$ cat src/hdl/wfac_pkg.sv
// Package: types, constants and rate table for the frame airtime calculator.
package wfac_pkg;

   localparam int ACTION_W  = 2;
   localparam int RATE_W    = 16;
   localparam int BYTES_W   = 16;
   localparam int DUR_W     = 30;
   localparam int NUM_W     = 29;
   localparam int DEN_W     = 16;
   localparam int REM_W     = DEN_W;
   localparam int NDBPS_W   = 8;
   localparam int OFS_W     = 8;
   localparam int OFDM_NUM_W = 20;
   localparam int TABLE_N   = 8;

   localparam int unsigned FHSS_PRE_US   = 32 + 96;
   localparam int unsigned DSSS_SHORT_US = 72 + 24;
   localparam int unsigned DSSS_LONG_US  = 144 + 48;
   localparam int unsigned OFDM_PRE_US   = 16 + 4;
   localparam int unsigned DOFDM_PRE_US  = 8 + 4;
   localparam int unsigned DOFDM_EXT_US  = 6;
   localparam int unsigned OFDM_OVH_BITS = 16 + 6;
   localparam int unsigned KBPS_PER_MBPS = 1000;
   localparam int unsigned BITS_SCALE    = 8 * KBPS_PER_MBPS;

   localparam int unsigned OFDM_MBPS  [TABLE_N] = '{6, 9, 12, 18, 24, 36, 48, 54};
   localparam int unsigned OFDM_NDBPS [TABLE_N] = '{24, 36, 48, 72, 96, 144, 192, 216};

   typedef enum logic [ACTION_W-1:0] {
      MODE_FHSS  = 2'd0,
      MODE_DSSS  = 2'd1,
      MODE_OFDM  = 2'd2,
      MODE_DOFDM = 2'd3
   } mode_type;

   typedef struct packed {
      logic             invalid;
      logic             sym4;
      logic [OFS_W-1:0] offset;
   } side_type;

   typedef struct packed {
      logic [REM_W-1:0] rem;
      logic [NUM_W-1:0] num;
      logic [DEN_W-1:0] den;
      side_type         side;
   } div_type;

   function automatic logic [NDBPS_W-1:0] lookup_ndbps(input logic [RATE_W-1:0] rate);
      logic [NDBPS_W-1:0] nd;
      nd = '0;
      for (int k = 0; k < TABLE_N; k++) begin
         if ((32'(rate) >= OFDM_MBPS[k] * KBPS_PER_MBPS) &&
             (32'(rate) < (OFDM_MBPS[k] + 1) * KBPS_PER_MBPS)) begin
            nd = NDBPS_W'(OFDM_NDBPS[k]);
         end
      end
      return nd;
   endfunction

endpackage

$ cat src/hdl/wfac_if.sv
// Interfaces: request and response channels of the frame airtime calculator.
interface wfac_req_if import wfac_pkg::*; ();
   logic                valid;
   logic                ready;
   logic [ACTION_W-1:0] action;
   logic [RATE_W-1:0]   rate_kbps;
   logic [BYTES_W-1:0]  frame_bytes;
   logic                short_pre;

   modport source (output valid, action, rate_kbps, frame_bytes, short_pre,
                   input ready);
   modport sink   (input valid, action, rate_kbps, frame_bytes, short_pre,
                   output ready);
endinterface

interface wfac_rsp_if import wfac_pkg::*; ();
   logic             valid;
   logic             ready;
   logic [DUR_W-1:0] duration_us;
   logic             rate_invalid;

   modport source (output valid, duration_us, rate_invalid, input ready);
   modport sink   (input valid, duration_us, rate_invalid, output ready);
endinterface

$ cat src/hdl/wireless_frame_airtime_calc_top.sv
// Top level: frame airtime calculator, front end, bit-serial divider pipeline, back end.
//
//   channel   dir  handshake     payload
//   req_chan  in   valid/ready   action, rate_kbps, frame_bytes, short_pre
//   rsp_chan  out  valid/ready   duration_us, rate_invalid
//
// One transaction enters per cycle unless a downstream stall holds the pipeline; stages:
// two front-end stages, one divider stage per quotient bit (29), one result stage.
// The 29-bit numerator width sets the divider depth.
// Synchronous reset empties all stages; no clearing pass.
// Each stage stalls only when full and its successor is blocked, so bubbles collapse.
module wireless_frame_airtime_calc_top import wfac_pkg::*; (
   input logic          clock,
   input logic          reset,
   wfac_req_if.sink     req_chan,
   wfac_rsp_if.source   rsp_chan
);

   logic    stg_valid [NUM_W+1];
   logic    stg_ready [NUM_W+1];
   div_type stg_data  [NUM_W+1];

   wfac_front u_front (
      .clock          (clock),
      .reset          (reset),
      .in_valid       (req_chan.valid),
      .in_ready       (req_chan.ready),
      .action         (req_chan.action),
      .rate_kbps      (req_chan.rate_kbps),
      .frame_bytes    (req_chan.frame_bytes),
      .short_pre      (req_chan.short_pre),
      .out_valid      (stg_valid[0]),
      .out_ready      (stg_ready[0]),
      .out_data       (stg_data[0])
   );

   for (genvar k = 0; k < NUM_W; k++) begin : g_div
      wfac_div_step u_step (
         .clock     (clock),
         .reset     (reset),
         .in_valid  (stg_valid[k]),
         .in_ready  (stg_ready[k]),
         .in_data   (stg_data[k]),
         .out_valid (stg_valid[k+1]),
         .out_ready (stg_ready[k+1]),
         .out_data  (stg_data[k+1])
      );
   end

   wfac_back u_back (
      .clock        (clock),
      .reset        (reset),
      .in_valid     (stg_valid[NUM_W]),
      .in_ready     (stg_ready[NUM_W]),
      .in_data      (stg_data[NUM_W]),
      .out_valid    (rsp_chan.valid),
      .out_ready    (rsp_chan.ready),
      .duration_us  (rsp_chan.duration_us),
      .rate_invalid (rsp_chan.rate_invalid)
   );

endmodule

$ cat src/hdl/wfac_front.sv
// Front end: mode decode, bit scaling, rate lookup and ceiling bias in two stages.
module wfac_front import wfac_pkg::*; (
   input  logic                clock,
   input  logic                reset,
   input  logic                in_valid,
   output logic                in_ready,
   input  logic [ACTION_W-1:0] action,
   input  logic [RATE_W-1:0]   rate_kbps,
   input  logic [BYTES_W-1:0]  frame_bytes,
   input  logic                short_pre,
   output logic                out_valid,
   input  logic                out_ready,
   output div_type             out_data
);

   logic                  a_valid_ff, a_valid_in;
   logic [NUM_W-1:0]      a_prod_ff, a_prod_in;
   logic [OFDM_NUM_W-1:0] a_onum_ff, a_onum_in;
   logic [RATE_W-1:0]     a_rate_ff;
   logic [NDBPS_W-1:0]    a_nd_ff, a_nd_in;
   side_type              a_side_ff, a_side_in;
   logic                  a_ready;

   logic                  b_valid_ff, b_valid_in;
   div_type               b_data_ff, b_data_in;
   logic                  b_ready;

   logic [OFS_W-1:0]      dsss_pre;
   mode_type              mode;
   logic [DEN_W-1:0]      den;
   logic [NUM_W:0]        biased;

   assign b_ready  = !b_valid_ff || out_ready;
   assign a_ready  = !a_valid_ff || b_ready;
   assign in_ready = a_ready;

   always_comb begin
      mode      = mode_type'(action);
      dsss_pre  = short_pre ? OFS_W'(DSSS_SHORT_US) : OFS_W'(DSSS_LONG_US);
      a_prod_in = NUM_W'(32'(frame_bytes) * BITS_SCALE);
      a_onum_in = OFDM_NUM_W'({frame_bytes, 3'b000}) + OFDM_NUM_W'(OFDM_OVH_BITS);
      a_nd_in   = lookup_ndbps(rate_kbps);
      a_side_in = '0;
      case (mode)
         MODE_FHSS: begin
            a_side_in.offset  = OFS_W'(FHSS_PRE_US);
            a_side_in.invalid = (rate_kbps == '0);
         end
         MODE_DSSS: begin
            a_side_in.offset  = dsss_pre;
            a_side_in.invalid = (rate_kbps == '0);
         end
         MODE_OFDM: begin
            a_side_in.offset  = OFS_W'(OFDM_PRE_US);
            a_side_in.sym4    = 1'b1;
            a_side_in.invalid = (a_nd_in == '0);
         end
         MODE_DOFDM: begin
            a_side_in.offset  = dsss_pre + OFS_W'(DOFDM_PRE_US + DOFDM_EXT_US);
            a_side_in.sym4    = 1'b1;
            a_side_in.invalid = (a_nd_in == '0);
         end
         default: begin
            a_side_in.invalid = 1'b1;
         end
      endcase
   end

   always_comb begin
      a_valid_in = a_ready ? in_valid : a_valid_ff;
      b_valid_in = b_ready ? a_valid_ff : b_valid_ff;
      if (a_side_ff.invalid) begin
         den = DEN_W'(1);
      end else if (a_side_ff.sym4) begin
         den = DEN_W'(a_nd_ff);
      end else begin
         den = a_rate_ff;
      end
      if (a_side_ff.sym4) begin
         biased = (NUM_W + 1)'(a_onum_ff) + (NUM_W + 1)'(den) - (NUM_W + 1)'(1);
      end else begin
         biased = (NUM_W + 1)'(a_prod_ff) + (NUM_W + 1)'(den) - (NUM_W + 1)'(1);
      end
      b_data_in.rem  = '0;
      b_data_in.num  = biased[NUM_W-1:0];
      b_data_in.den  = den;
      b_data_in.side = a_side_ff;
   end

   always_ff @(posedge clock) begin
      if (reset) begin
         a_valid_ff <= 1'b0;
         b_valid_ff <= 1'b0;
      end else begin
         a_valid_ff <= a_valid_in;
         b_valid_ff <= b_valid_in;
      end
   end

   always_ff @(posedge clock) begin
      if (a_ready) begin
         a_prod_ff <= a_prod_in;
         a_onum_ff <= a_onum_in;
         a_rate_ff <= rate_kbps;
         a_nd_ff   <= a_nd_in;
         a_side_ff <= a_side_in;
      end
      if (b_ready) begin
         b_data_ff <= b_data_in;
      end
   end

   assign out_valid = b_valid_ff;
   assign out_data  = b_data_ff;

endmodule

$ cat src/hdl/wfac_div_step.sv
// Divider stage: one restoring quotient bit per register stage.
module wfac_div_step import wfac_pkg::*; (
   input  logic    clock,
   input  logic    reset,
   input  logic    in_valid,
   output logic    in_ready,
   input  div_type in_data,
   output logic    out_valid,
   input  logic    out_ready,
   output div_type out_data
);

   logic             valid_ff, valid_in;
   div_type          data_ff, data_in;
   logic [REM_W:0]   rem_sh;
   logic [REM_W+1:0] diff;

   assign in_ready = !valid_ff || out_ready;

   always_comb begin
      valid_in = in_ready ? in_valid : valid_ff;
      rem_sh   = {in_data.rem, in_data.num[NUM_W-1]};
      diff     = {1'b0, rem_sh} - {2'b00, in_data.den};
      data_in  = in_data;
      if (!diff[REM_W+1]) begin
         data_in.rem = diff[REM_W-1:0];
         data_in.num = {in_data.num[NUM_W-2:0], 1'b1};
      end else begin
         data_in.rem = rem_sh[REM_W-1:0];
         data_in.num = {in_data.num[NUM_W-2:0], 1'b0};
      end
   end

   always_ff @(posedge clock) begin
      if (reset) begin
         valid_ff <= 1'b0;
      end else begin
         valid_ff <= valid_in;
      end
   end

   always_ff @(posedge clock) begin
      if (in_ready) begin
         data_ff <= data_in;
      end
   end

   assign out_valid = valid_ff;
   assign out_data  = data_ff;

`ifndef ASSERT_OFF
   a_rem_below_den: assert property (@(posedge clock) disable iff (reset)
      valid_ff |-> (data_ff.rem < data_ff.den))
      else $error("remainder not below divisor");
   a_den_nonzero: assert property (@(posedge clock) disable iff (reset)
      valid_ff |-> (data_ff.den != '0))
      else $error("zero divisor in divider stage");
   a_stall_hold: assert property (@(posedge clock) disable iff (reset)
      (valid_ff && !out_ready) |=> (valid_ff && $stable(data_ff)))
      else $error("stalled stage lost or changed its transaction");
`endif

endmodule

$ cat src/hdl/wfac_back.sv
// Back end: symbol scaling, preamble add and result register.
module wfac_back import wfac_pkg::*; (
   input  logic             clock,
   input  logic             reset,
   input  logic             in_valid,
   output logic             in_ready,
   input  div_type          in_data,
   output logic             out_valid,
   input  logic             out_ready,
   output logic [DUR_W-1:0] duration_us,
   output logic             rate_invalid
);

   logic             valid_ff, valid_in;
   logic [DUR_W-1:0] dur_ff, dur_in;
   logic             bad_ff;
   logic [DUR_W-1:0] q_scaled;

   assign in_ready = !valid_ff || out_ready;

   always_comb begin
      valid_in = in_ready ? in_valid : valid_ff;
      if (in_data.side.sym4) begin
         q_scaled = {in_data.num[DUR_W-3:0], 2'b00};
      end else begin
         q_scaled = DUR_W'(in_data.num);
      end
      if (in_data.side.invalid) begin
         dur_in = '0;
      end else begin
         dur_in = q_scaled + DUR_W'(in_data.side.offset);
      end
   end

   always_ff @(posedge clock) begin
      if (reset) begin
         valid_ff <= 1'b0;
      end else begin
         valid_ff <= valid_in;
      end
   end

   always_ff @(posedge clock) begin
      if (in_ready) begin
         dur_ff <= dur_in;
         bad_ff <= in_data.side.invalid;
      end
   end

   assign out_valid    = valid_ff;
   assign duration_us  = dur_ff;
   assign rate_invalid = bad_ff;

endmodule
$ cat src/flat_wrapper.sv
// flat-port wrapper written by rule: the top's interface ports become plain ports
module wireless_frame_airtime_calc_top_flat import wfac_pkg::*;
  (clock, reset, req_chan_valid, req_chan_action, req_chan_rate_kbps, req_chan_frame_bytes, req_chan_short_pre, req_chan_ready, rsp_chan_valid, rsp_chan_duration_us, rsp_chan_rate_invalid, rsp_chan_ready);
  wfac_req_if req_chan_i ();
  wfac_rsp_if rsp_chan_i ();
  input logic clock;
  input logic reset;
  input wire logic [$bits(req_chan_i.valid)-1:0] req_chan_valid;
  input wire logic [$bits(req_chan_i.action)-1:0] req_chan_action;
  input wire logic [$bits(req_chan_i.rate_kbps)-1:0] req_chan_rate_kbps;
  input wire logic [$bits(req_chan_i.frame_bytes)-1:0] req_chan_frame_bytes;
  input wire logic [$bits(req_chan_i.short_pre)-1:0] req_chan_short_pre;
  output wire logic [$bits(req_chan_i.ready)-1:0] req_chan_ready;
  output wire logic [$bits(rsp_chan_i.valid)-1:0] rsp_chan_valid;
  output wire logic [$bits(rsp_chan_i.duration_us)-1:0] rsp_chan_duration_us;
  output wire logic [$bits(rsp_chan_i.rate_invalid)-1:0] rsp_chan_rate_invalid;
  input wire logic [$bits(rsp_chan_i.ready)-1:0] rsp_chan_ready;
  assign req_chan_i.valid = req_chan_valid;
  assign req_chan_i.action = req_chan_action;
  assign req_chan_i.rate_kbps = req_chan_rate_kbps;
  assign req_chan_i.frame_bytes = req_chan_frame_bytes;
  assign req_chan_i.short_pre = req_chan_short_pre;
  assign req_chan_ready = req_chan_i.ready;
  assign rsp_chan_valid = rsp_chan_i.valid;
  assign rsp_chan_duration_us = rsp_chan_i.duration_us;
  assign rsp_chan_rate_invalid = rsp_chan_i.rate_invalid;
  assign rsp_chan_i.ready = rsp_chan_ready;
  wireless_frame_airtime_calc_top u_core (.clock(clock), .reset(reset), .req_chan(req_chan_i), .rsp_chan(rsp_chan_i));
endmodule
$ cat config.mk
export PLATFORM = sky130hd
export DESIGN_NAME = wireless_frame_airtime_calc_top_flat
export DESIGN_NICKNAME = d
export VERILOG_FILES = /design/src/hdl/wfac_pkg.sv /design/src/hdl/wfac_if.sv /design/src/hdl/wireless_frame_airtime_calc_top.sv /design/src/hdl/wfac_front.sv /design/src/hdl/wfac_div_step.sv /design/src/hdl/wfac_back.sv /design/src/flat_wrapper.sv
export SDC_FILE = /design/constraint.sdc
export NUM_CORES = 2
export LEC_CHECK = 0
export BUFFER_PORTS_ARGS = -buffer_cell sky130_fd_sc_hd__buf_4
export CAP_MARGIN = 20
export CORE_MARGIN = 2
export CORE_UTILIZATION = 30
export DETAILED_ROUTE_END_ITERATION = 10
export PLACE_DENSITY = 0.47
export SLEW_MARGIN = 20
export SYNTH_ARGS = -nofsm -noshare
export SYNTH_HDL_FRONTEND = slang
export SYNTH_SLANG_ARGS = --single-unit
export TNS_END_PERCENT = 1
$ cat constraint.sdc
create_clock -name clock -period 18.24 [get_ports clock]
set_input_delay 3.648 -clock clock [delete_from_list [all_inputs] [get_ports clock]]
set_output_delay 3.648 -clock clock [all_outputs]
set_load 0.02 [all_outputs]
; ---- Word level (Yosys, flattened, before mapping)
; Cells that the tools add are included.
[classes]
add_sub_neg = 36
multipliers = 1
order_cmp = 16
eq_ne = 3
n_reduce_logical = 77
muxes = 45
[ops]
columns = cell, n
row1 = $mux W45, 27
row2 = $sub A17 B16 Y18, 28
row3 = $mux W8, 8
row4 = $mux W30, 2
row5 = $ge A16 B16 Y1 const B, 3
row6 = $lt A16 B16 Y1 const B, 3
row7 = $ge A16 B14 Y1 const B, 2
row8 = $ge A16 B15 Y1 const B, 2
row9 = $logic_not A1 Y1, 32
row10 = $logic_or A1 B1 Y1, 32
row11 = $lt A16 B14 Y1 const B, 2
row12 = $lt A16 B15 Y1 const B, 2
row13 = $mux W16, 2
row14 = $pmux W8 S4, 1
row15 = $add A30 B8 Y30, 1
row16 = $add A29 B16 Y29, 1
row17 = $mux W29, 1
row18 = $sub A29 B1 Y29 const B, 1
row19 = $mul A16 B7 Y23 const B, 1
row20 = $sub A21 B1 Y22 const B, 1
row21 = $add A20 B16 Y21, 1
row22 = $add A19 B5 Y20 const B, 1
row23 = $sub A1 B16 Y17, 1
row24 = $ge A16 B13 Y1 const B, 1
row25 = other kinds (12), 22
[word_totals]
wordCells = 397
inputBits = 39
register_bits = 2222
output_inout_bits = 33

; ---- Logic depth before layout (Yosys ltp)
[depth]
word_depth = 33
mapped_depth = 18
ltp_nobuf = 16

; ---- Modules after synthesis
; A second synthesis with hierarchy kept.
[unflattened]
hier_cells = 7681
area_unflattened_um2 = 107652.0
[by_module_without_submodules]
columns = module, cells_each, area_per_inst_um2, instances, seq_area_each_um2
row1 = wfac_div_step (u_core.g_div[10].u_step ...), 232, 3328.2, 20, 2152.1
row2 = wfac_div_step (u_core.g_div[0].u_step ...), 200, 3175.5, 9, 2152.1
row3 = wfac_front, 980, 9990.8, 1, 3703.6
row4 = wfac_back, 261, 2517.4, 1, 950.9

; ---- Worst setup path before layout
; OpenSTA, ideal clock, no wires.
[synth_timing]
path_type = input -> output
from = input rsp_chan_ready
to = output req_chan_ready
setup_slack_ns = 1.715
n_path_buf = 0
cell_stages = 11
required_time_ns = 14.592
arrival_ns = 12.877
cell_sequence = and3b_1 -> nand2_1 -> nor2_1 -> inv_1 -> nor4_1 -> and2_1 -> inv_1 -> nor3_2 -> nand3_1 -> nor2_2 -> nand3_1
[synth_between]
elab_chain_cells = 32
[synth_lines]
columns = element, line
row1 = "start, declared", flat_wrapper.sv:17  ; input wire logic [$bits(rsp_chan_i.ready)-1:0] rsp_chan_ready;
row2 = $logic_or A1 B1 Y1, wfac_back.sv:19  ; assign in_ready = !valid_ff || out_ready;
row3 = $logic_or A1 B1 Y1 (4 in a row), wfac_div_step.sv:18  ; assign in_ready = !valid_ff || out_ready;
row4 = via u_core.g_div[24].u_step.out_ready, wfac_div_step.sv:9  ; input logic out_ready,
row5 = $logic_or A1 B1 Y1, wfac_div_step.sv:18
row6 = via u_core.g_div[23].u_step.out_ready, wfac_div_step.sv:9
row7 = $logic_or A1 B1 Y1 (15 in a row), wfac_div_step.sv:18
row8 = via u_core.g_div[8].u_step.out_ready, wfac_div_step.sv:9
row9 = $logic_or A1 B1 Y1 (8 in a row), wfac_div_step.sv:18
row10 = via u_core.g_div[0].u_step.out_ready, wfac_div_step.sv:9
row11 = $logic_or A1 B1 Y1, wfac_div_step.sv:18
row12 = $logic_or A1 B1 Y1, wfac_front.sv:33  ; assign b_ready = !b_valid_ff || out_ready;
row13 = $logic_or A1 B1 Y1, wfac_front.sv:34  ; assign a_ready = !a_valid_ff || b_ready;
row14 = "end, declared", flat_wrapper.sv:13  ; output wire logic [$bits(req_chan_i.ready)-1:0] req_chan_ready;
; The timed path passes the listed nets, and every way through them passes these cells.

; ---- Worst setup path after layout
; Same ends and word-level chain as after synthesis.

==> insert_results.sql <==
INSERT INTO impl_metrics (metric_group, metric, value, unit) VALUES
('floorplan', 'placeableCoreArea', '323200', 'um2'),
('layout', 'num-fill-cells', '31310', ''),
('synthesis', 'async_reset_ff_frac', '0', ''),
('setup_path', 'crit_path_max_fanout', '71', ''),
('layout', 'instances_no_fill', '11800', ''),
('layout', 'ff_latch_area', '64360', 'um2'),
('floorplan', 'rows', '209', ''),
('synthesis', 'synthTopCellsByCount', '2122 x sky130_fd_sc_hd__edfxtp_1, 730 x sky130_fd_sc_hd__inv_1, 559 x sky130_fd_sc_hd__ha_1', ''),
('sta', 'finalWorstPathRequiredPeriod', '12640', 'ps'),
('drt', 'dr_total_vias', '53300', ''),
('sta', 'relative_slew_slack', '0.2657', ''),
('floorplan', 'die_w', '573.2', 'um'),
('setup_path', 'timing.setup.critical_path_class', 'input port to output pin', ''),
('sta', 'finClkSkew', '108.9', 'ps'),
('hold_path', 'hold_start', 'u_core.g_div[7].u_step.out_data[41]', ''),
('cts', 'clkTransAtPathRegs', '60', 'ps'),
('cts', 'clkSinkCount', '2154', ''),
('floorplan', 'initial_utilization', '0.3007', ''),
('placed_design', 'finalWeightedCongestion', '0.7992', ''),
('cts', 'h-tree-depth', '4', ''),
('setup_path', 'flop2flop_setup_slack', '12570', 'ps'),
('setup_path', 'worst_r2r_path_depth', '13', ''),
('synthesis', 'synthDominantCellAreaShare', '0.6556', ''),
('sta', 'tns', '0', 'ps'),
('placed_design', 'io_buffers', '71', ''),
('global_route', 'grt_first_pass_wirelength', '293500', 'um'),
('cts', 'cts-buffers-inserted', '237', ''),
('setup_path', 'rr_endpoint', 'u_core.u_front.a_rate_ff[3]', ''),
('run_status', 'run_status', 'finished, final reports clean', ''),
('cts', 'cts_tree', 'built', ''),
('floorplan', 'io-pin-count', '72', ''),
('setup_path', 'worstPathCellList', 'buf_4 > and3b_1 > nand2_4 > nor2_1 > inv_2 > nor4_1 > and2_1 > inv_2 > buf_4 > nor3_2 > nand3_4 > nor2_2 > nand3_4 > buf_4 > buf_4', ''),
('placed_design', 'placed_wire_length_estimate_after_detailed_placement', '131600', 'um'),
('pwr', 'p_leak', '41.68', 'nW'),
('synthesis', 'synth.cell_area', '97200', 'um2'),
('sta', 'timing.final.max_slew_violations', '0', ''),
('flow_run', 'cap_violations', '0', ''),
('sta', 'tightest_slew', '1091', 'ps'),
('placed_design', 'dp_cells', '11360', ''),
('drt', 'detailedRoute.firstPassIterationCount', '5', ''),
('sta', 'min_period_over_period', '0.6929', ''),
('layout', 'layout_cells_sized_above_1', '0.1058', ''),
('cts', 'post_cts_setup_inserts', '0', ''),
('synthesis', 'yosys.cell_count.top_type', 'sky130_fd_sc_hd__edfxtp_1', ''),
('sta', 'fin_worst_hold_slack', '342.6', 'ps'),
('setup_path', 'critical-path-max-stage-delay', '990', 'ps'),
('hold_path', 'holdCritPathClass', 'register to register', ''),
('global_route', 'antenna_found_initial', '2', ''),
('sta', 'rsz0062_at_grt', 'false', ''),
('cts', 'clock_path_buffers', '4', ''),
('synthesis', 'ys_seq_area_frac', '0.6622', ''),
('synthesis', 'synth_enable_flop_cells', '2122', ''),
('sta', 'finalHoldViolCount', '0', ''),
('sta', 'fmax', '79.13', 'MHz'),
('setup_path', 'regToRegStartpoint', 'u_core.u_back.out_valid', ''),
('setup_path', 'critical_path_cell_count', '15', ''),
('cts', 'worst_skew_late_latency', '930', 'ps'),
('floorplan', 'die-height', '573.2', 'um'),
('global_route', 'grt.overflow.total', '0', ''),
('setup_path', 'worst_path_dominant_cell_family', 'simple AND/OR/NAND/NOR gates', ''),
('pwr', 'pwr_density_cell', '174.8', 'nW/um2'),
('drt', 'drt_wl_total', '182200', 'um'),
('cts', 'clk_root_buffer_cell', 'sky130_fd_sc_hd__clkbuf_16', ''),
('pwr', 'vdd_drop_max', '125.6', 'uV'),
('setup_path', 'start_kind', 'input port', ''),
('synthesis', 'synth_warnings', '0', ''),
('synthesis', 'synthesis.area_per_instance', '13.90', 'um2'),
('pwr', 'design_power_total', '19.44', 'mW'),
('synthesis', 'synth_top_cell_by_area', 'sky130_fd_sc_hd__edfxtp_1', ''),
('synthesis', 'post_synth_num_cell_types', '79', ''),
('drt', 'final_antenna_net_count', '0', '');
## per-stage QoR
step,util,instance area [um2],setup slack [ps]
after floorplan,-,97220,1715
after CTS,0.3439,111200,5584
after global placement,0.3201,103500,5610
after global routing,0.3440,111200,5211
after detailed placement,0.3201,103500,5630
final,0.3440,111200,5602
## power breakdown
group	internal (mW)	total (mW)	switching (mW)
clock	2.77	4.70	1.93
sequential	7.39	8.02	0.634
combinational	3.08	6.72	3.63
total	13.2	19.4	6.20
## how the worst max path moves through the flow
stage	endpoint	slack (ps)	from
floorplan	req_chan_ready	1710	rsp_chan_ready
global placement	req_chan_ready	5610	rsp_chan_ready
detailed placement	req_chan_ready	5630	rsp_chan_ready
CTS	req_chan_ready	5580	rsp_chan_ready
global route	req_chan_ready	5210	rsp_chan_ready
finish	req_chan_ready	5600	rsp_chan_ready
## sequential cells by signal (all words and copies together), names as in the netlist
register                       cells
u_core.u_front.a_prod_ff          23
u_core.u_front.a_onum_ff          16
u_core.u_front.out_data           53
u_core.g_div.u_step.out_valid     29
u_core.u_front.out_valid           1
u_core.u_front.a_nd_ff             6
u_core.u_front.a_valid_ff          1
u_core.u_back.duration_us         30
u_core.u_front.a_rate_ff          16
u_core.u_back.out_valid            1
u_core.u_front.a_side_ff           8
u_core.g_div.u_step.out_data    1969
u_core.u_back.rate_invalid         1
## kinds of logic (layout without fill, tap and decap cells)
logic type / count (synthesis) / count (layout) / synth area share
AOI/OAI and AO/OA: 1407 / 1407 / 0.09004
xor gates and xnor gates: 362 / 362 / 0.03262
adders and majority gates: 642 / 642 / 0.08905
buffers and inverters: 814 / 1289 / 0.03164
DFF: 2154 / 2154 / 0.6622
muxes: 233 / 233 / 0.02649
other: 1 / 9 / 0.00003858
and+or+nand+nor: 1381 / 1381 / 0.06794
## worst reg2reg max path, stage by stage (launching register included)
cell and delay (ps):
sky130_fd_sc_hd__dfxtp_1 330, sky130_fd_sc_hd__and3b_1 270, sky130_fd_sc_hd__nand2_4 230, sky130_fd_sc_hd__nor2_1 330, sky130_fd_sc_hd__inv_2 270, sky130_fd_sc_hd__nor4_1 990
sky130_fd_sc_hd__and2_1 400, sky130_fd_sc_hd__inv_2 40, sky130_fd_sc_hd__buf_4 330, sky130_fd_sc_hd__nor3_2 770, sky130_fd_sc_hd__nand3_4 340, sky130_fd_sc_hd__nor2_2 370
sky130_fd_sc_hd__nand3_4 90, sky130_fd_sc_hd__buf_4 360
## placed cells by master, fill, tap and decap left out, types with 64 or more instances in the layout
cell / Yosys / layout
sky130_fd_sc_hd__a21oi_1: 549 / 533
sky130_fd_sc_hd__nand2b_1: 85 / 85
sky130_fd_sc_hd__xor2_1: 150 / 150
sky130_fd_sc_hd__nand2_1: 281 / 271
sky130_fd_sc_hd__fa_1: 83 / 83
sky130_fd_sc_hd__edfxtp_1: 2122 / 2122
sky130_fd_sc_hd__nor2b_1: 85 / 85
sky130_fd_sc_hd__nor4_1: 86 / 86
sky130_fd_sc_hd__ha_1: 559 / 559
sky130_fd_sc_hd__o21a_1: 109 / 109
sky130_fd_sc_hd__a21o_1: 64 / 64
sky130_fd_sc_hd__mux2_2: 194 / 194
sky130_fd_sc_hd__o21ai_0: 285 / 284
sky130_fd_sc_hd__clkbuf_16: 0 / 239
sky130_fd_sc_hd__buf_4: 0 / 123
sky130_fd_sc_hd__nand3_1: 79 / 71
sky130_fd_sc_hd__a211oi_1: 71 / 71
sky130_fd_sc_hd__nor3_1: 77 / 77
sky130_fd_sc_hd__nor2_1: 512 / 512
sky130_fd_sc_hd__xnor2_1: 212 / 212
sky130_fd_sc_hd__inv_1: 730 / 718
## area by class of cell
class | instances | share of cell area
diodes | 2 | 0.00004502
clock buffers | 288 | 0.05590
clock inverters | 147 | 0.01329
inverters | 730 | 0.02465
multi-input cells | 4032 | 0.2701
flip-flops and latches | 2154 | 0.5789
well taps | 4325 | 0.04867
repair buffers | 124 | 0.008485
## routing by layer
layer  share of wire  up-vias  global-route usage
met5               0        -                   0
met4           0.034        0             0.04114
met3           0.032      344             0.01596
met2            0.52      727              0.2048
met1            0.41    25730              0.1242
li1                -    26500                   -
Power figures use the tool's default switching activity.
